--- src/rtl/nbb_pkg.sv ---
`timescale 1ns / 1ps
// ----------------------------------------------------------------------------
// nbb_pkg: shared types for the non-black bounding box block
// register indexes, field widths and the result record
// ----------------------------------------------------------------------------
package nbb_pkg;

	localparam int CFG_IDX_W = 4;
	localparam int CFG_W     = 13;
	localparam int CHAN_W    = 8;
	localparam int COORD_W   = 12;

	typedef logic [CFG_IDX_W-1:0] cfg_idx_t;
	typedef logic [CFG_W-1:0]     cfg_val_t;
	typedef logic [CHAN_W-1:0]    chan_t;
	typedef logic [COORD_W-1:0]   coord_t;

	localparam cfg_idx_t REG_FRAME_WIDTH  = cfg_idx_t'(0);
	localparam cfg_idx_t REG_FRAME_HEIGHT = cfg_idx_t'(1);

	localparam cfg_val_t WIDTH_RESET  = cfg_val_t'(640);
	localparam cfg_val_t HEIGHT_RESET = cfg_val_t'(480);

	typedef struct packed {
		logic   found_any;
		coord_t top_row;
		coord_t top_col;
		coord_t bottom_row;
		coord_t bottom_col;
		coord_t left_col;
		coord_t left_row;
		coord_t right_col;
		coord_t right_row;
	} result_t;

endpackage

--- src/rtl/nonblack_bounding_box.sv ---
`timescale 1ns / 1ps
// ----------------------------------------------------------------------------
// nonblack_bounding_box: extreme non-black pixels of a raster-order frame
// tracks top, bottom, left and right non-black pixels and emits one result
// transaction after the last pixel of each frame
// ----------------------------------------------------------------------------
// result path: last pixel of a frame -> input register -> result register
// throughput: 1 pixel per cycle, set by the tracking update stage that follows
// the input register; a frame's last pixel waits while a result is pending
// reset: width 640, height 480, position and tracking cleared, no result
// pending; no clearing pass, pixels are taken right after reset
// ----------------------------------------------------------------------------
module nonblack_bounding_box #(
	parameter int MAX_DIM = 4096
) (
	input  logic                    clk,
	input  logic                    arst_n,
	input  logic                    cfg_valid,
	output logic                    cfg_ready,
	input  nbb_pkg::cfg_idx_t       cfg_index,
	input  nbb_pkg::cfg_val_t       cfg_data,
	input  logic                    in_valid,
	output logic                    in_ready,
	input  nbb_pkg::chan_t          chan_a,
	input  nbb_pkg::chan_t          chan_b,
	input  nbb_pkg::chan_t          chan_c,
	output logic                    out_valid,
	input  logic                    out_ready,
	output logic                    found_any,
	output nbb_pkg::coord_t         top_row,
	output nbb_pkg::coord_t         top_col,
	output nbb_pkg::coord_t         bottom_row,
	output nbb_pkg::coord_t         bottom_col,
	output nbb_pkg::coord_t         left_col,
	output nbb_pkg::coord_t         left_row,
	output nbb_pkg::coord_t         right_col,
	output nbb_pkg::coord_t         right_row
);

	localparam int POS_W = (MAX_DIM > 2) ? $clog2(MAX_DIM) : 1;
	localparam int DIM_W = $clog2(MAX_DIM + 1);
	localparam int EXT_W = ((DIM_W > nbb_pkg::CFG_W) ? DIM_W : nbb_pkg::CFG_W) + 1;
	localparam logic [EXT_W-1:0] MAX_EXT = EXT_W'(MAX_DIM);
	localparam logic [EXT_W-1:0] ONE_EXT = EXT_W'(1);

	typedef logic [POS_W-1:0] pos_t;

	typedef struct packed {
		logic seen;
		pos_t top_row;
		pos_t top_col;
		pos_t bottom_row;
		pos_t bottom_col;
		pos_t left_col;
		pos_t left_row;
		pos_t right_col;
		pos_t right_row;
	} track_t;

	nbb_pkg::cfg_val_t width_q, height_q;
	logic              valid_s1, lit_s1;
	pos_t              row_q, col_q;
	track_t            trk_q, trk_next;
	logic              out_valid_q;
	nbb_pkg::result_t  res_q;

	logic [EXT_W-1:0] w_raw, h_raw, w_eff, h_eff;
	logic [EXT_W-1:0] col_inc, row_inc;
	logic             row_end, frame_end, advance;

	assign cfg_ready = 1'b1;

	// dimension clamp
	assign w_raw = EXT_W'(width_q);
	assign h_raw = EXT_W'(height_q);
	assign w_eff = (w_raw == '0) ? ONE_EXT : ((w_raw > MAX_EXT) ? MAX_EXT : w_raw);
	assign h_eff = (h_raw == '0) ? ONE_EXT : ((h_raw > MAX_EXT) ? MAX_EXT : h_raw);

	assign col_inc   = EXT_W'(col_q) + ONE_EXT;
	assign row_inc   = EXT_W'(row_q) + ONE_EXT;
	assign row_end   = col_inc >= w_eff;
	assign frame_end = row_end && (row_inc >= h_eff);

	assign advance  = valid_s1 && (!frame_end || !out_valid_q || out_ready);
	assign in_ready = !valid_s1 || advance;

	always_comb begin
		trk_next = trk_q;
		if (lit_s1) begin
			if (!trk_q.seen) begin
				trk_next.seen       = 1'b1;
				trk_next.top_row    = row_q;
				trk_next.top_col    = col_q;
				trk_next.bottom_row = row_q;
				trk_next.bottom_col = col_q;
				trk_next.left_col   = col_q;
				trk_next.left_row   = row_q;
				trk_next.right_col  = col_q;
				trk_next.right_row  = row_q;
			end else begin
				if (row_q == trk_q.top_row) begin
					trk_next.top_col = col_q;
				end
				trk_next.bottom_row = row_q;
				trk_next.bottom_col = col_q;
				if (col_q <= trk_q.left_col) begin
					trk_next.left_col = col_q;
					trk_next.left_row = row_q;
				end
				if (col_q >= trk_q.right_col) begin
					trk_next.right_col = col_q;
					trk_next.right_row = row_q;
				end
			end
		end
	end

	always_ff @(posedge clk or negedge arst_n) begin
		if (!arst_n) begin
			width_q  <= nbb_pkg::WIDTH_RESET;
			height_q <= nbb_pkg::HEIGHT_RESET;
		end else if (cfg_valid) begin
			unique case (cfg_index)
				nbb_pkg::REG_FRAME_WIDTH:  width_q  <= cfg_data;
				nbb_pkg::REG_FRAME_HEIGHT: height_q <= cfg_data;
				default: ;
			endcase
		end
	end

	// input register
	always_ff @(posedge clk or negedge arst_n) begin
		if (!arst_n) begin
			valid_s1 <= 1'b0;
		end else if (in_ready) begin
			valid_s1 <= in_valid;
		end
	end

	always_ff @(posedge clk) begin
		if (in_ready && in_valid) begin
			lit_s1 <= (chan_a | chan_b | chan_c) != '0;
		end
	end

	// position and tracking
	always_ff @(posedge clk or negedge arst_n) begin
		if (!arst_n) begin
			row_q <= '0;
			col_q <= '0;
			trk_q <= '0;
		end else if (advance) begin
			if (frame_end) begin
				row_q <= '0;
				col_q <= '0;
				trk_q <= '0;
			end else begin
				trk_q <= trk_next;
				if (row_end) begin
					col_q <= '0;
					row_q <= row_q + pos_t'(1);
				end else begin
					col_q <= col_q + pos_t'(1);
				end
			end
		end
	end

	// result register
	always_ff @(posedge clk or negedge arst_n) begin
		if (!arst_n) begin
			out_valid_q <= 1'b0;
		end else if (advance && frame_end) begin
			out_valid_q <= 1'b1;
		end else if (out_ready) begin
			out_valid_q <= 1'b0;
		end
	end

	always_ff @(posedge clk) begin
		if (advance && frame_end) begin
			res_q.found_any  <= trk_next.seen;
			res_q.top_row    <= nbb_pkg::coord_t'(trk_next.top_row);
			res_q.top_col    <= nbb_pkg::coord_t'(trk_next.top_col);
			res_q.bottom_row <= nbb_pkg::coord_t'(trk_next.bottom_row);
			res_q.bottom_col <= nbb_pkg::coord_t'(trk_next.bottom_col);
			res_q.left_col   <= nbb_pkg::coord_t'(trk_next.left_col);
			res_q.left_row   <= nbb_pkg::coord_t'(trk_next.left_row);
			res_q.right_col  <= nbb_pkg::coord_t'(trk_next.right_col);
			res_q.right_row  <= nbb_pkg::coord_t'(trk_next.right_row);
		end
	end

	assign out_valid  = out_valid_q;
	assign found_any  = res_q.found_any;
	assign top_row    = res_q.top_row;
	assign top_col    = res_q.top_col;
	assign bottom_row = res_q.bottom_row;
	assign bottom_col = res_q.bottom_col;
	assign left_col   = res_q.left_col;
	assign left_row   = res_q.left_row;
	assign right_col  = res_q.right_col;
	assign right_row  = res_q.right_row;

endmodule

--- config.mk ---
export PLATFORM = sky130hd
export DESIGN_NAME = nonblack_bounding_box
export DESIGN_NICKNAME = d
export VERILOG_FILES = /design/src/rtl/nbb_pkg.sv /design/src/rtl/nonblack_bounding_box.sv
export SDC_FILE = /design/constraint.sdc
export NUM_CORES = 1
export LEC_CHECK = 0
export BUFFER_PORTS_ARGS = -buffer_cell sky130_fd_sc_hd__buf_2
export CORE_ASPECT_RATIO = 0.9
export CORE_MARGIN = 8
export CORE_UTILIZATION = 50
export CTS_BUF_LIST = sky130_fd_sc_hd__clkbuf_4
export CTS_CLUSTER_SIZE = 12
export DETAILED_ROUTE_END_ITERATION = 10
export PLACE_DENSITY = 0.79
export SLEW_MARGIN = 20
export SYNTH_ARGS = -nofsm -noshare
export SYNTH_HDL_FRONTEND = slang
export SYNTH_SLANG_ARGS = --single-unit
--- constraint.sdc ---
create_clock -name clk -period 16.6 [get_ports clk]
set_input_delay 0.83 -clock clk [delete_from_list [all_inputs] [get_ports clk]]
set_output_delay 0.83 -clock clk [all_outputs]
set_load 0.05 [all_outputs]
Word-level counts from Yosys, hierarchy flattened --
Cells that the tools add are included.
Word-level totals: bits in read-only memories 0, flip-flop bits (word level) 247, bits in latches 0, output and inout bits 100, memories 0, RAM bits 0
Operators by class: bitwise gates (word level) 2, add/sub/neg operators 4, order comparisons 6, equality and inequality tests 2, multipliers 0, reductions and logical operators 19, shift operators 0, multiplexer cells 17, div/mod/pow operators 0
Operator list (count):
- $mux W97 | 2
- $mux W84 | 1
- $mux W12 | 6
- $mux W13 | 4
- $mux W24 | 2
- $logic_not A14 Y1 | 2
- $add A12 B1 Y13 const B | 2
- $ge A13 B13 Y1 | 2
- $gt A13 B13 Y1 const B | 2
- $add A12 B1 Y12 const B | 2
- $or A8 B8 Y8 | 2
- $eq A12 B12 Y1 | 1
- $ge A12 B12 Y1 | 1
- $le A12 B12 Y1 | 1
- $reduce_bool A8 Y1 | 1
- $reduce_and A2 Y1 | 3
- $eq A4 B1 Y1 const B | 1
- $logic_and A1 B1 Y1 | 4
- $logic_not A4 Y1 | 1
- $reduce_bool A2 Y1 | 2
- $logic_not A1 Y1 | 3
- $logic_or A1 B1 Y1 | 3
- $mux W1 | 2

Depth between registers and ports, before layout --
Gate-level depths: netlist (run 1).
depth in word-level cells 11, gate-level depth with buffers 17, depth with buffers taken out 14

Least setup slack after synthesis (run 1) --
No wires, ideal clock.
path kind flip-flop to flip-flop, start register row_q[0], end register bottom_col[0] (netlist name), data arrival time 6885 ps, clock period less this slack 7442 ps, library setup time 556 ps, data required time 16044 ps, path slack 9158 ps, cell stages (with the launch flop) 15, cell sequence dfrtp_1 -> ha_1 -> and3_1 -> and3_1 -> and3_1 -> and3_1 -> ha_1 -> a21oi_1 -> o21ai_0 -> a21o_1 -> a31oi_2 -> buf_6 -> o211ai_1 -> buf_6 -> nor2_1
Between the ends: word-level cells in the longest chain between the ends 8
Ends and longest elaborated chain:
- start: declaration | line nonblack_bounding_box.sv:62 | pos_t row_q, col_q;
- start signal: assignment | line nonblack_bounding_box.sv:161 | row_q <= row_q + pos_t'(1);
- $add A12 B1 Y13 * | line nonblack_bounding_box.sv:80 | assign row_inc = EXT_W'(row_q) + ONE_EXT;
- $ge A13 B13 Y1 * | line nonblack_bounding_box.sv:82 | assign frame_end = row_end && (row_inc >= h_eff);
- $logic_and A1 B1 Y1 * | line nonblack_bounding_box.sv:82
- $logic_not A1 Y1 | line nonblack_bounding_box.sv:84 | assign advance = valid_s1 && (!frame_end || !out_valid_q || out_ready);
- $logic_or A1 B1 Y1 (2 in series) | line nonblack_bounding_box.sv:84
- $logic_and A1 B1 Y1 | line nonblack_bounding_box.sv:84
- $logic_and A1 B1 Y1 * | line nonblack_bounding_box.sv:181 | if (advance && frame_end) begin
Mark *: on every way between the ends. The rest lies on a longest branch, timed or not. A chain may end at the register's enable or synchronous reset.

Final worst setup path (run 1) --
start register row_q[0], end register left_col[9] (netlist name)
Between the ends: word-level cells in the longest chain between the ends 8
Ends and longest elaborated chain (line):
- $add A12 B1 Y13 * | nonblack_bounding_box.sv:80
- $ge A13 B13 Y1 * | nonblack_bounding_box.sv:82
- $logic_and A1 B1 Y1 * | nonblack_bounding_box.sv:82
- $logic_not A1 Y1 | nonblack_bounding_box.sv:84
- $logic_or A1 B1 Y1 (2 in series) | nonblack_bounding_box.sv:84
- $logic_and A1 B1 Y1 | nonblack_bounding_box.sv:84
- $logic_and A1 B1 Y1 * | nonblack_bounding_box.sv:181
Marked as above.

==> results of run 1 <==
worst max-delay path, stage by stage (launching register included):
cell and delay (ns):
dfrtp_1 0.58, ha_1 0.28, and3_1 0.26, and3_1 0.26
and3_1 0.25, xor2_1 0.17, ha_1 0.27, a21oi_1 0.15
o21ai_0 0.10, a21o_1 0.16, a31oi_2 0.57, o211ai_1 0.14
buf_4 0.24, nor2_4 0.64, buf_4 0.78
power groups by stage:
| stage | logic [mW] | registers, mW | clock network, mW |
|---|---|---|---|
| 3_5_place_dp | 0.961 | 0.908 | 0 |
| 5_1_grt | 1.06 | 0.917 | 0.599 |
| 6_report | 0.977 | 0.903 | 0.547 |
| 3_3_place_gp | 0.935 | 0.903 | 0 |
| 2_1_floorplan | 0.759 | 0.894 | 0 |
| 4_1_cts | 0.967 | 0.899 | 0.563 |
how the worst max path moves through the flow:
stage	slack [ns]	end	depth (start not counted)	startpoint
2_1_floorplan	9.16	bottom_col[0]	14	row_q[0]
5_1_grt	10.78	right_col[2]	13	col_q[1]
6_report	11.29	left_col[9]	14	row_q[0]
4_1_cts	11.28	left_col[0]	14	row_q[0]
3_3_place_gp	11.48	left_col[5]	14	row_q[0]
3_5_place_dp	11.29	bottom_row[4]	14	row_q[0]
routing by layer:
metal,track usage (%),wire length [um],vias up
li1,-,-,3789
met1,27.0,12600,3973
met2,29.1,12300,351
met3,5.44,2340,35
met4,5.94,408,2
met5,0,8,-
cell type report:
type	count	area, um^2
Clock buffer	90	676
Multi-Input combinational cell	596	4540
Inverter	30	113
Timing Repair Buffer	154	802
Clock inverter	31	195
Antenna cell	2	5.00
Sequential cell	247	6680
Fill cell	1847	9760
Tap cell	302	378
registers in the layout (all words and copies together) (netlist names):
register,count
found_any,1
bottom_row,12
height_q,13
left_col,12
right_row,12
out_valid,1
right_col,12
trk_q,97
top_col,12
valid_s1,1
lit_s1,1
top_row,12
row_q,12
col_q,12
width_q,13
bottom_col,12
left_row,12
logic make-up after synthesis:
family,after synthesis,share of synthesized area (%)
and+or+nand+nor,216,8.60
muxes,87,8.35
DFF,247,57.1
other,1,0.0320
buffers and inverters,97,4.35
xor gates and xnor gates,32,2.39
adders and majority gates,52,5.56
AOI/OAI and AO/OA,208,13.7
metrics by stage:
stage | instance area, um^2 | instances | hold WS (ns) | power (mW) | utilization (%)
2_1_floorplan | 11700 | 940 | 0.460 | 1.65 | -
3_3_place_gp | 12500 | 1329 | 0.476 | 1.84 | 54.0
3_5_place_dp | 12500 | 1329 | 0.479 | 1.87 | 54.0
4_1_cts | 13400 | 1450 | 0.256 | 2.43 | 57.8
5_1_grt | 13400 | 1452 | 0.286 | 2.58 | 57.8
6_report | 13400 | 1452 | 0.261 | 2.43 | 57.8
cells in the final DEF (no fill, tap or decap), types with 30 or more instances in the layout:
cell	Yosys	routed
buf_2	20	143
mux2_2	85	85
a22o_1	100	100
clkbuf_4	0	90
edfxtp_1	98	98
ha_1	52	52
inv_1	30	30
dfrtp_1	143	143
nand2_1	116	116
o21ai_0	38	38
==> out/metrics.csv, run 1 <==
metric,value,unit
fin_skew,0.0398,ns
power_frac_comb,40.3,%
clockBufferDepth,3,
timing_worst_setup_path_type,register to register,
timing.final.crit_share,32.0,%
vias_per_cell,5.61,
synth_area_leaders,"dfrtp_1 31%, edfxtp_1 25%, mux2_2 8.2%",
synth_nets,1038,
synth_area,11700,um^2
p_int,1.42,mW
synth_most_common_cell,dfrtp_1,
setup_viol,0,
drt_iter0_markers,652,
max_slew_margin,37.5,%
cp_data_arrival_time,5.58,ns
wl_per_cell,19.0,um
num_io_pins,146,
clock_power_share,22.5,%
yosysTopAreaCellShare,30.6,%
vdd_drop_max,0.174,mV
ys_ff_latch,247,
yosys.area.top_type,dfrtp_1,
drc,0,
clkTransAtPathRegs,0.07,ns
crit_required,16.87,ns
cp_max_fo,69,
fin_nets,1194,
die_y,161,um
cellPowerDensity,181,nW/um^2
cap_violations,0,
io_buffers,144,
wirelength,27.6,mm
ant_nets,0,
cp-start-kind,register,
clock-sinks,247,
async_flop_share,60.3,%
vias,8150,
rrSetupSlack,11.29,ns
gr-total-overflow,0,
cts_max_level,3,
min_period,5.31,ns
row_count,53,
coreArea,23100,um^2
worst_r2r_path_depth,14,
area_growth,14.4,%
die_w,177,um
synthCells,940,
r2r_end,left_col[9],
clkLatencyLatePin,0.68,ns
fmax,188,MHz
tightest_slew,0.937,ns
p_seq_share,37.2,%
root_buffer,clkbuf_4,
cts_tree,yes,
p_leak,6.06,nW
gp_congestion,0.832,
synth_ff_type,dfrtp_1,
firstDrtPassIters,5,
postCtsSetupBuffers,0,
dp_hpwl,18.5,mm
p_sw,1.01,mW
final_layout_size_suffix_gt1_share,31.5,%
start_util,50.6,%
holdBufCountCts,0,
setup_ws,11.29,ns
avgSynthCellArea,12.5,um^2
ys_seq_area_share,57.1,%
cts_resized,0,
finalHoldViolCount,0,
hold_class,primary input to asynchronous set/reset pin,
endpoint_kind,register,
cts_made_buffers,67,
dp_slack,11.29,ns
slew_viol_final,0,
globalRouteTotalUtil,19.4,%
outcome,"complete, no violations",
synth_cell_types,54,
grt_pass1_wl,44.6,mm
die-area,28600,um^2
grt_max_degree,101,
grt_pass1_vias,8350,
synth-edff-count,98,
antenna_found_initial,3,
rsz0062_at_grt,false,
tns,0,ns
swShare,41.5,%
netlist_top_cells_count,"143 x dfrtp_1, 116 x nand2_1, 100 x a22o_1",
rr_startpoint,row_q[0],
yosysWarnings,0,
(Power assumes the default switching activity.)
==> run 2, diff against run 1 <==
Settings changed: PLACE_DENSITY 0.79 to 0.82.
Clock period 16.6 ns to 4.5 ns, I/O delays scaled along.
==> run 2 against run 1 <==
Effect of this change: count of clock-buffer cells in the layout grew 15; non-clock buffer count is 45 higher; sequential power increased to 3.5 times the previous value; largest cell class unchanged; first-iteration DRC count grew 2.5%; clock skew rose by 0.012 ns; critical endpoint is now in_ready; highest routed layer is now met4.
==> out/metrics.csv, run 2 (synthesized netlist as in run 1, its figures left out) <==
metric,value,unit,change
outcome,"complete, no violations",,unchanged
min_path_cells,4,,
cts_tree,yes,,unchanged
final_layout_size_suffix_gt1_share,34.0,%,was 31.5%
finalHoldViolCount,0,,unchanged
fillers,1795,,was 1847
cts_resized,0,,unchanged
cap_violations,0,,unchanged
p_int,5.47,mW,was 1.42 mW
tns,0,ns,unchanged
postCtsSetupBuffers,0,,unchanged
clkLatencyLatePin,0.68,ns,about the same
area_growth,18.4,%,was 14.4%
rrSetupSlack,0.48,ns,was 11.29 ns
post-route-util,59.9,%,was 57.8%
cp_max_fo,7,,was 69
fin_skew,0.0514,ns,was 0.0398 ns
timing.final.crit_share,92.7,%,
timing_worst_setup_path_type,register to output port,,was register to register
firstDrtPassIters,7,,was 5
antenna_found_initial,1,,was 3
grt_pass1_wl,44.8,mm,was 44.6 mm
p_seq_share,34.9,%,was 37.2%
hold_class,primary input to register,,was primary input to asynchronous set/reset pin
hold_start,cfg_index[0],,
p_leak,6.29,nW,was 6.06 nW
die-area,28600,um^2,unchanged
cellPowerDensity,663,nW/um^2,was 181 nW/um^2
min_period,4.17,ns,
tightest_slew,0.908,ns,was 0.937 ns
whs_endpoint,width_q[5],,
die_w,177,um,unchanged
largest_reg_flops,97,,unchanged
slew_viol_final,0,,unchanged
start_util,50.6,%,unchanged
cts_made_buffers,67,,unchanged
rsz0062_at_grt,false,,unchanged
swShare,40.5,%,was 41.5%
wl_per_cell,18.6,um,was 19.0 um
cp_data_arrival_time,3.95,ns,was 5.58 ns
mostFrequentLayoutCells,"143 x dfrtp_1, 143 x buf_2, 116 x nand2_1",,unchanged
p_sw,3.72,mW,was 1.01 mW
drc,0,,unchanged
fin_nets,1239,,was 1194
power_frac_comb,42.7,%,was 40.3%
dp_hpwl,18.8,mm,was 18.5 mm
max_slew_margin,39.5,%,was 37.5%
top_regs,"trk_q x97, height_q x13, width_q x13",,unchanged
globalRouteTotalUtil,19.5,%,was 19.4%
clkTransAtPathRegs,0.07,ns,about the same
endpoint_kind,output port,,was register
grt_max_degree,115,,was 101
vias,8298,,was 8150
rr_startpoint,col_q[1],,was row_q[0]
coreArea,23100,um^2,unchanged
drt_iter0_markers,668,,was 652
total_power,9.19,mW,was 2.43 mW
clock_power_share,22.5,%,about the same
num_io_pins,146,,unchanged
ant_nets,0,,unchanged
regMostFlops,trk_q,,unchanged
clockBufferDepth,3,,unchanged
r2r_end,trk_q[37],,was left_col[9]
io_buffers,144,,unchanged
setup_viol,0,,unchanged
grt_pass1_vias,8630,,was 8350
holdBufCountCts,19,,was 0
wirelength,27.9,mm,was 27.6 mm
root_buffer,clkbuf_4,,unchanged
gr-total-overflow,0,,unchanged
cp-start-kind,register,,unchanged
row_count,53,,unchanged
worst_r2r_path_depth,14,,unchanged
vias_per_cell,5.54,,was 5.61
vdd_drop_max,0.452,mV,was 0.174 mV
cts_max_level,3,,unchanged
gp_congestion,0.894,,was 0.832
fmax,240,MHz,
clock-sinks,247,,unchanged
crit_required,4.28,ns,was 16.87 ns
die_y,161,um,unchanged
run 2: through the flow:
stage                     hold WS (ns)  setup slack [ns]  std cells  cell area, um^2
after global placement           0.441             0.756       1354            12700
after floorplan                -0.0706           -0.0310        940            11800
after detailed placement         0.445             0.559       1354            12700
after CTS                       0.0705             0.298       1496            13800
after global routing             0.119             0.116       1498            13900
final                            0.118             0.330       1498            13900
run 2: layout make-up:
class | instances | area, um^2 | area share, %
timing repair buffer | 199 | 1210 | 8.71
sequential | 247 | 6680 | 48.2
tap | 302 | 378 | 2.73
inverter | 30 | 113 | 0.813
clock buffer | 105 | 788 | 5.69
multi-input combinational | 596 | 4580 | 33.0
clock inverter | 18 | 109 | 0.786
antenna | 1 | 2.50 | 0.0181
run 2: worst max path at each step:
stage          cells past startpoint  slack [ns]  startpoint            end
2_1_floorplan                     14       -0.03    row_q[0]  bottom_col[0]
3_5_place_dp                      14        0.56    col_q[0]      trk_q[42]
4_1_cts                           14        0.30    row_q[0]       in_ready
3_3_place_gp                      14        0.76    col_q[0]      trk_q[42]
5_1_grt                           14        0.12    row_q[1]       in_ready
6_report                          14        0.33    row_q[1]       in_ready
run 2: power by group through the flow:
stage / logic (mW) / clock network [mW] / registers, mW
floorplan: 2.84 / 0 / 3.29
global placement: 3.68 / 0 / 3.21
detailed placement: 3.82 / 0 / 3.22
CTS: 3.84 / 2.11 / 3.19
global route: 4.25 / 2.23 / 3.24
finish: 3.92 / 2.06 / 3.20
run 2: critical path: stages (launching register included):
cell and delay (ns):
dfrtp_1 0.38, ha_2 0.24, and3_4 0.22, and3_4 0.21, and3_4 0.21, xor2_1 0.20, ha_1 0.28, a21oi_1 0.13
o21ai_1 0.09, a21o_1 0.16, a31oi_2 0.32, buf_4 0.24, nor2_1 0.06, nand3_1 0.20, buf_2 0.31
run 2: per-layer routing:
metal  share of wire [%]  routed length, um  global-route usage, %  vias to the layer above
li1                    -                  -                      -                     3879
met1                  43              12100                   26.1                     4049
met2                  47              13100                   29.7                      313
met3                 7.6               2110                   4.55                       57
met4                 2.2                620                   8.52                        0
met5                   0                  0                      0                        -
==> run 3, diff against run 2 <==
Settings changed: CTS_BUF_LIST sky130_fd_sc_hd__clkbuf_4 to sky130_fd_sc_hd__clkbuf_2.
==> run 3 against run 2 <==
Effect of this change: sequential power about the same; clock skew increased by 0.022 ns; register-to-register slack about the same; via count decreased by 0.31%; cell count decreased by 0.53%; combinational power about the same; global-route usage decreased by 0.28 points; utilization decreased by 1.3 points; sequential share of layout area increased by 1.1 points; total power decreased by 6.7%; clock power decreased by 30%; wire length decreased by 0.96%.
==> out/metrics.csv, run 3 (synthesized netlist as in run 1, its figures left out) <==
metric,value,unit,change
vias_per_cell,5.55,,was 5.54
die_y,161,um,unchanged
hold_class,primary input to asynchronous set/reset pin,,was primary input to register
firstDrtPassIters,5,,was 7
cap_violations,0,,unchanged
crit_path_start,row_q[0],,was row_q[1]
gr-total-overflow,0,,unchanged
tightest_slew,0.909,ns,was 0.908 ns
stdcell_area,13500,um^2,was 13900 um^2
drc,0,,unchanged
fin_nets,1234,,was 1239
io_buffers,144,,unchanged
cp_max_fo,7,,unchanged
dp_slack,0.559,ns,unchanged
rsz0062_at_grt,false,,unchanged
gp_congestion,0.894,,unchanged
finalHoldViolCount,0,,unchanged
wl_per_cell,18.6,um,about the same
start_util,50.6,%,unchanged
crit_required,4.28,ns,about the same
regMostFlops,trk_q,,unchanged
ant_nets,0,,unchanged
max_slew_margin,39.4,%,was 39.5%
coreArea,23100,um^2,unchanged
total_power,8.57,mW,was 9.19 mW
fmax,234,MHz,was 240 MHz
min_period,4.28,ns,was 4.17 ns
top_regs,"trk_q x97, height_q x13, width_q x13",,unchanged
grt_pass1_wl,44.5,mm,was 44.8 mm
dp.cells,1354,,unchanged
dp_hpwl,18.8,mm,unchanged
vias,8272,,was 8298
endpoint_kind,output port,,unchanged
root_buffer,clkbuf_2,,was clkbuf_4
die_w,177,um,unchanged
wirelength,27.6,mm,was 27.9 mm
area_growth,15.7,%,was 18.4%
instances_no_fill,1490,,was 1498
fin_skew,0.0731,ns,was 0.0514 ns
globalRouteTotalUtil,19.2,%,was 19.5%
die-area,28600,um^2,unchanged
setup_viol,0,,unchanged
grtUsageMet1,26.3,%,was 26.1%
largest_reg_flops,97,,unchanged
met3_usage,4.15,%,was 4.55%
timing_worst_setup_path_type,register to output port,,unchanged
postCtsSetupBuffers,0,,unchanged
cts_max_level,2,,was 3
grt_busiest_layer,met2,,unchanged
cellPowerDensity,633,nW/um^2,was 663 nW/um^2
num_io_pins,146,,unchanged
grt_pass1_vias,8459,,was 8630
tns,0,ns,unchanged
mostFrequentLayoutCells,"143 x dfrtp_1, 143 x buf_2, 116 x nand2_1",,unchanged
slew_viol_final,0,,unchanged
clkTransAtPathRegs,0.10,ns,was 0.07 ns
cp_data_arrival_time,4.05,ns,was 3.95 ns
fillers,1856,,was 1795
dpl_cell_area,12700,um^2,unchanged
row_count,53,,unchanged
rr_startpoint,col_q[0],,was col_q[1]
drt_iter0_markers,641,,was 668
p_leak,6.21,nW,was 6.29 nW
cp-start-kind,register,,unchanged
timing.final.crit_share,95.1,%,was 92.7%
setup_ws,0.221,ns,was 0.330 ns
outcome,"complete, no violations",,unchanged
cts_tree,yes,,unchanged
grt_max_degree,115,,unchanged
clkLatencyLatePin,0.86,ns,was 0.68 ns
grt.met2_usage,29.5,%,was 29.7%
clock-sinks,247,,unchanged
antenna_found_initial,1,,unchanged
final_layout_size_suffix_gt1_share,33.2,%,was 34.0%
cts_made_buffers,59,,was 67
vdd_drop_max,0.431,mV,was 0.452 mV
clockBufferDepth,3,,unchanged
-- run 3: power by group --
group	total, mW	switching (mW)	internal [mW]	leakage, nW
Clock	1.45	0.899	0.555	0.423
Combinational	3.91	2.45	1.46	2.90
Sequential	3.20	0.319	2.88	2.89
Total	8.57	3.67	4.90	6.21
-- run 3: layout make-up --
| class | count | area, um^2 | area share, % |
|---|---|---|---|
| sequential | 247 | 6680 | 49.3 |
| multi-input combinational | 596 | 4590 | 33.9 |
| timing repair buffer | 202 | 1240 | 9.13 |
| clock buffer | 94 | 470 | 3.47 |
| tap | 302 | 378 | 2.79 |
| inverter | 30 | 113 | 0.831 |
| clock inverter | 18 | 77.6 | 0.573 |
| antenna | 1 | 2.50 | 0.0185 |
-- run 3: worst paths after layout --
| check | to | slack, ns | cells after the start |
|---|---|---|---|
| max | in_ready | 0.22 | 14 |
| min | trk_q[64] | 0.06 | 2 |
| max reg2reg | trk_q[42] | 0.49 | 14 |
| min reg2reg | trk_q[5] | 0.51 | 1 |
| max in group asynchronous | trk_q[16] | 3.37 | 3 |
| min in group clk | height_q[9] | 0.14 | 3 |
-- run 3: critical path, cell delays in order (launching register included) --
cell and delay, ns:
dfrtp_1 0.40, ha_2 0.24, and3_4 0.22, and3_4 0.21, and3_4 0.21, xor2_1 0.20
ha_1 0.28, a21oi_1 0.13, o21ai_1 0.09, a21o_1 0.18, a31oi_4 0.25, buf_4 0.23
nor2_1 0.07, nand3_1 0.20, buf_2 0.30
-- run 3: what timing repair did --
| action | in CTS | in global routing |
|---|---|---|
| hold buffers | 22 | 0 |
| endpoints found under the setup margin | 0 | 1 |
| hold endpoints to repair | 140 | 0 |
| gates resized for setup | 0 | 1 |
-- run 3: routing by layer --
metal  up-vias  share of wire, %  wire length (um)
met2       332                46             12700
li1       3853                 -                 -
met1      4034                44             12100
met4         0               2.4               674
met5         -                 0                 0
met3        53               7.8              2160
-- run 3: per-stage QoR --
stage | util, % | hold slack [ns]
finish | 58.5 | 0.0561
CTS | 58.4 | 0.0356
global route | 58.5 | 0.0464
detailed placement | 55.1 | 0.445
global placement | 55.1 | 0.441
floorplan | - | -0.0706
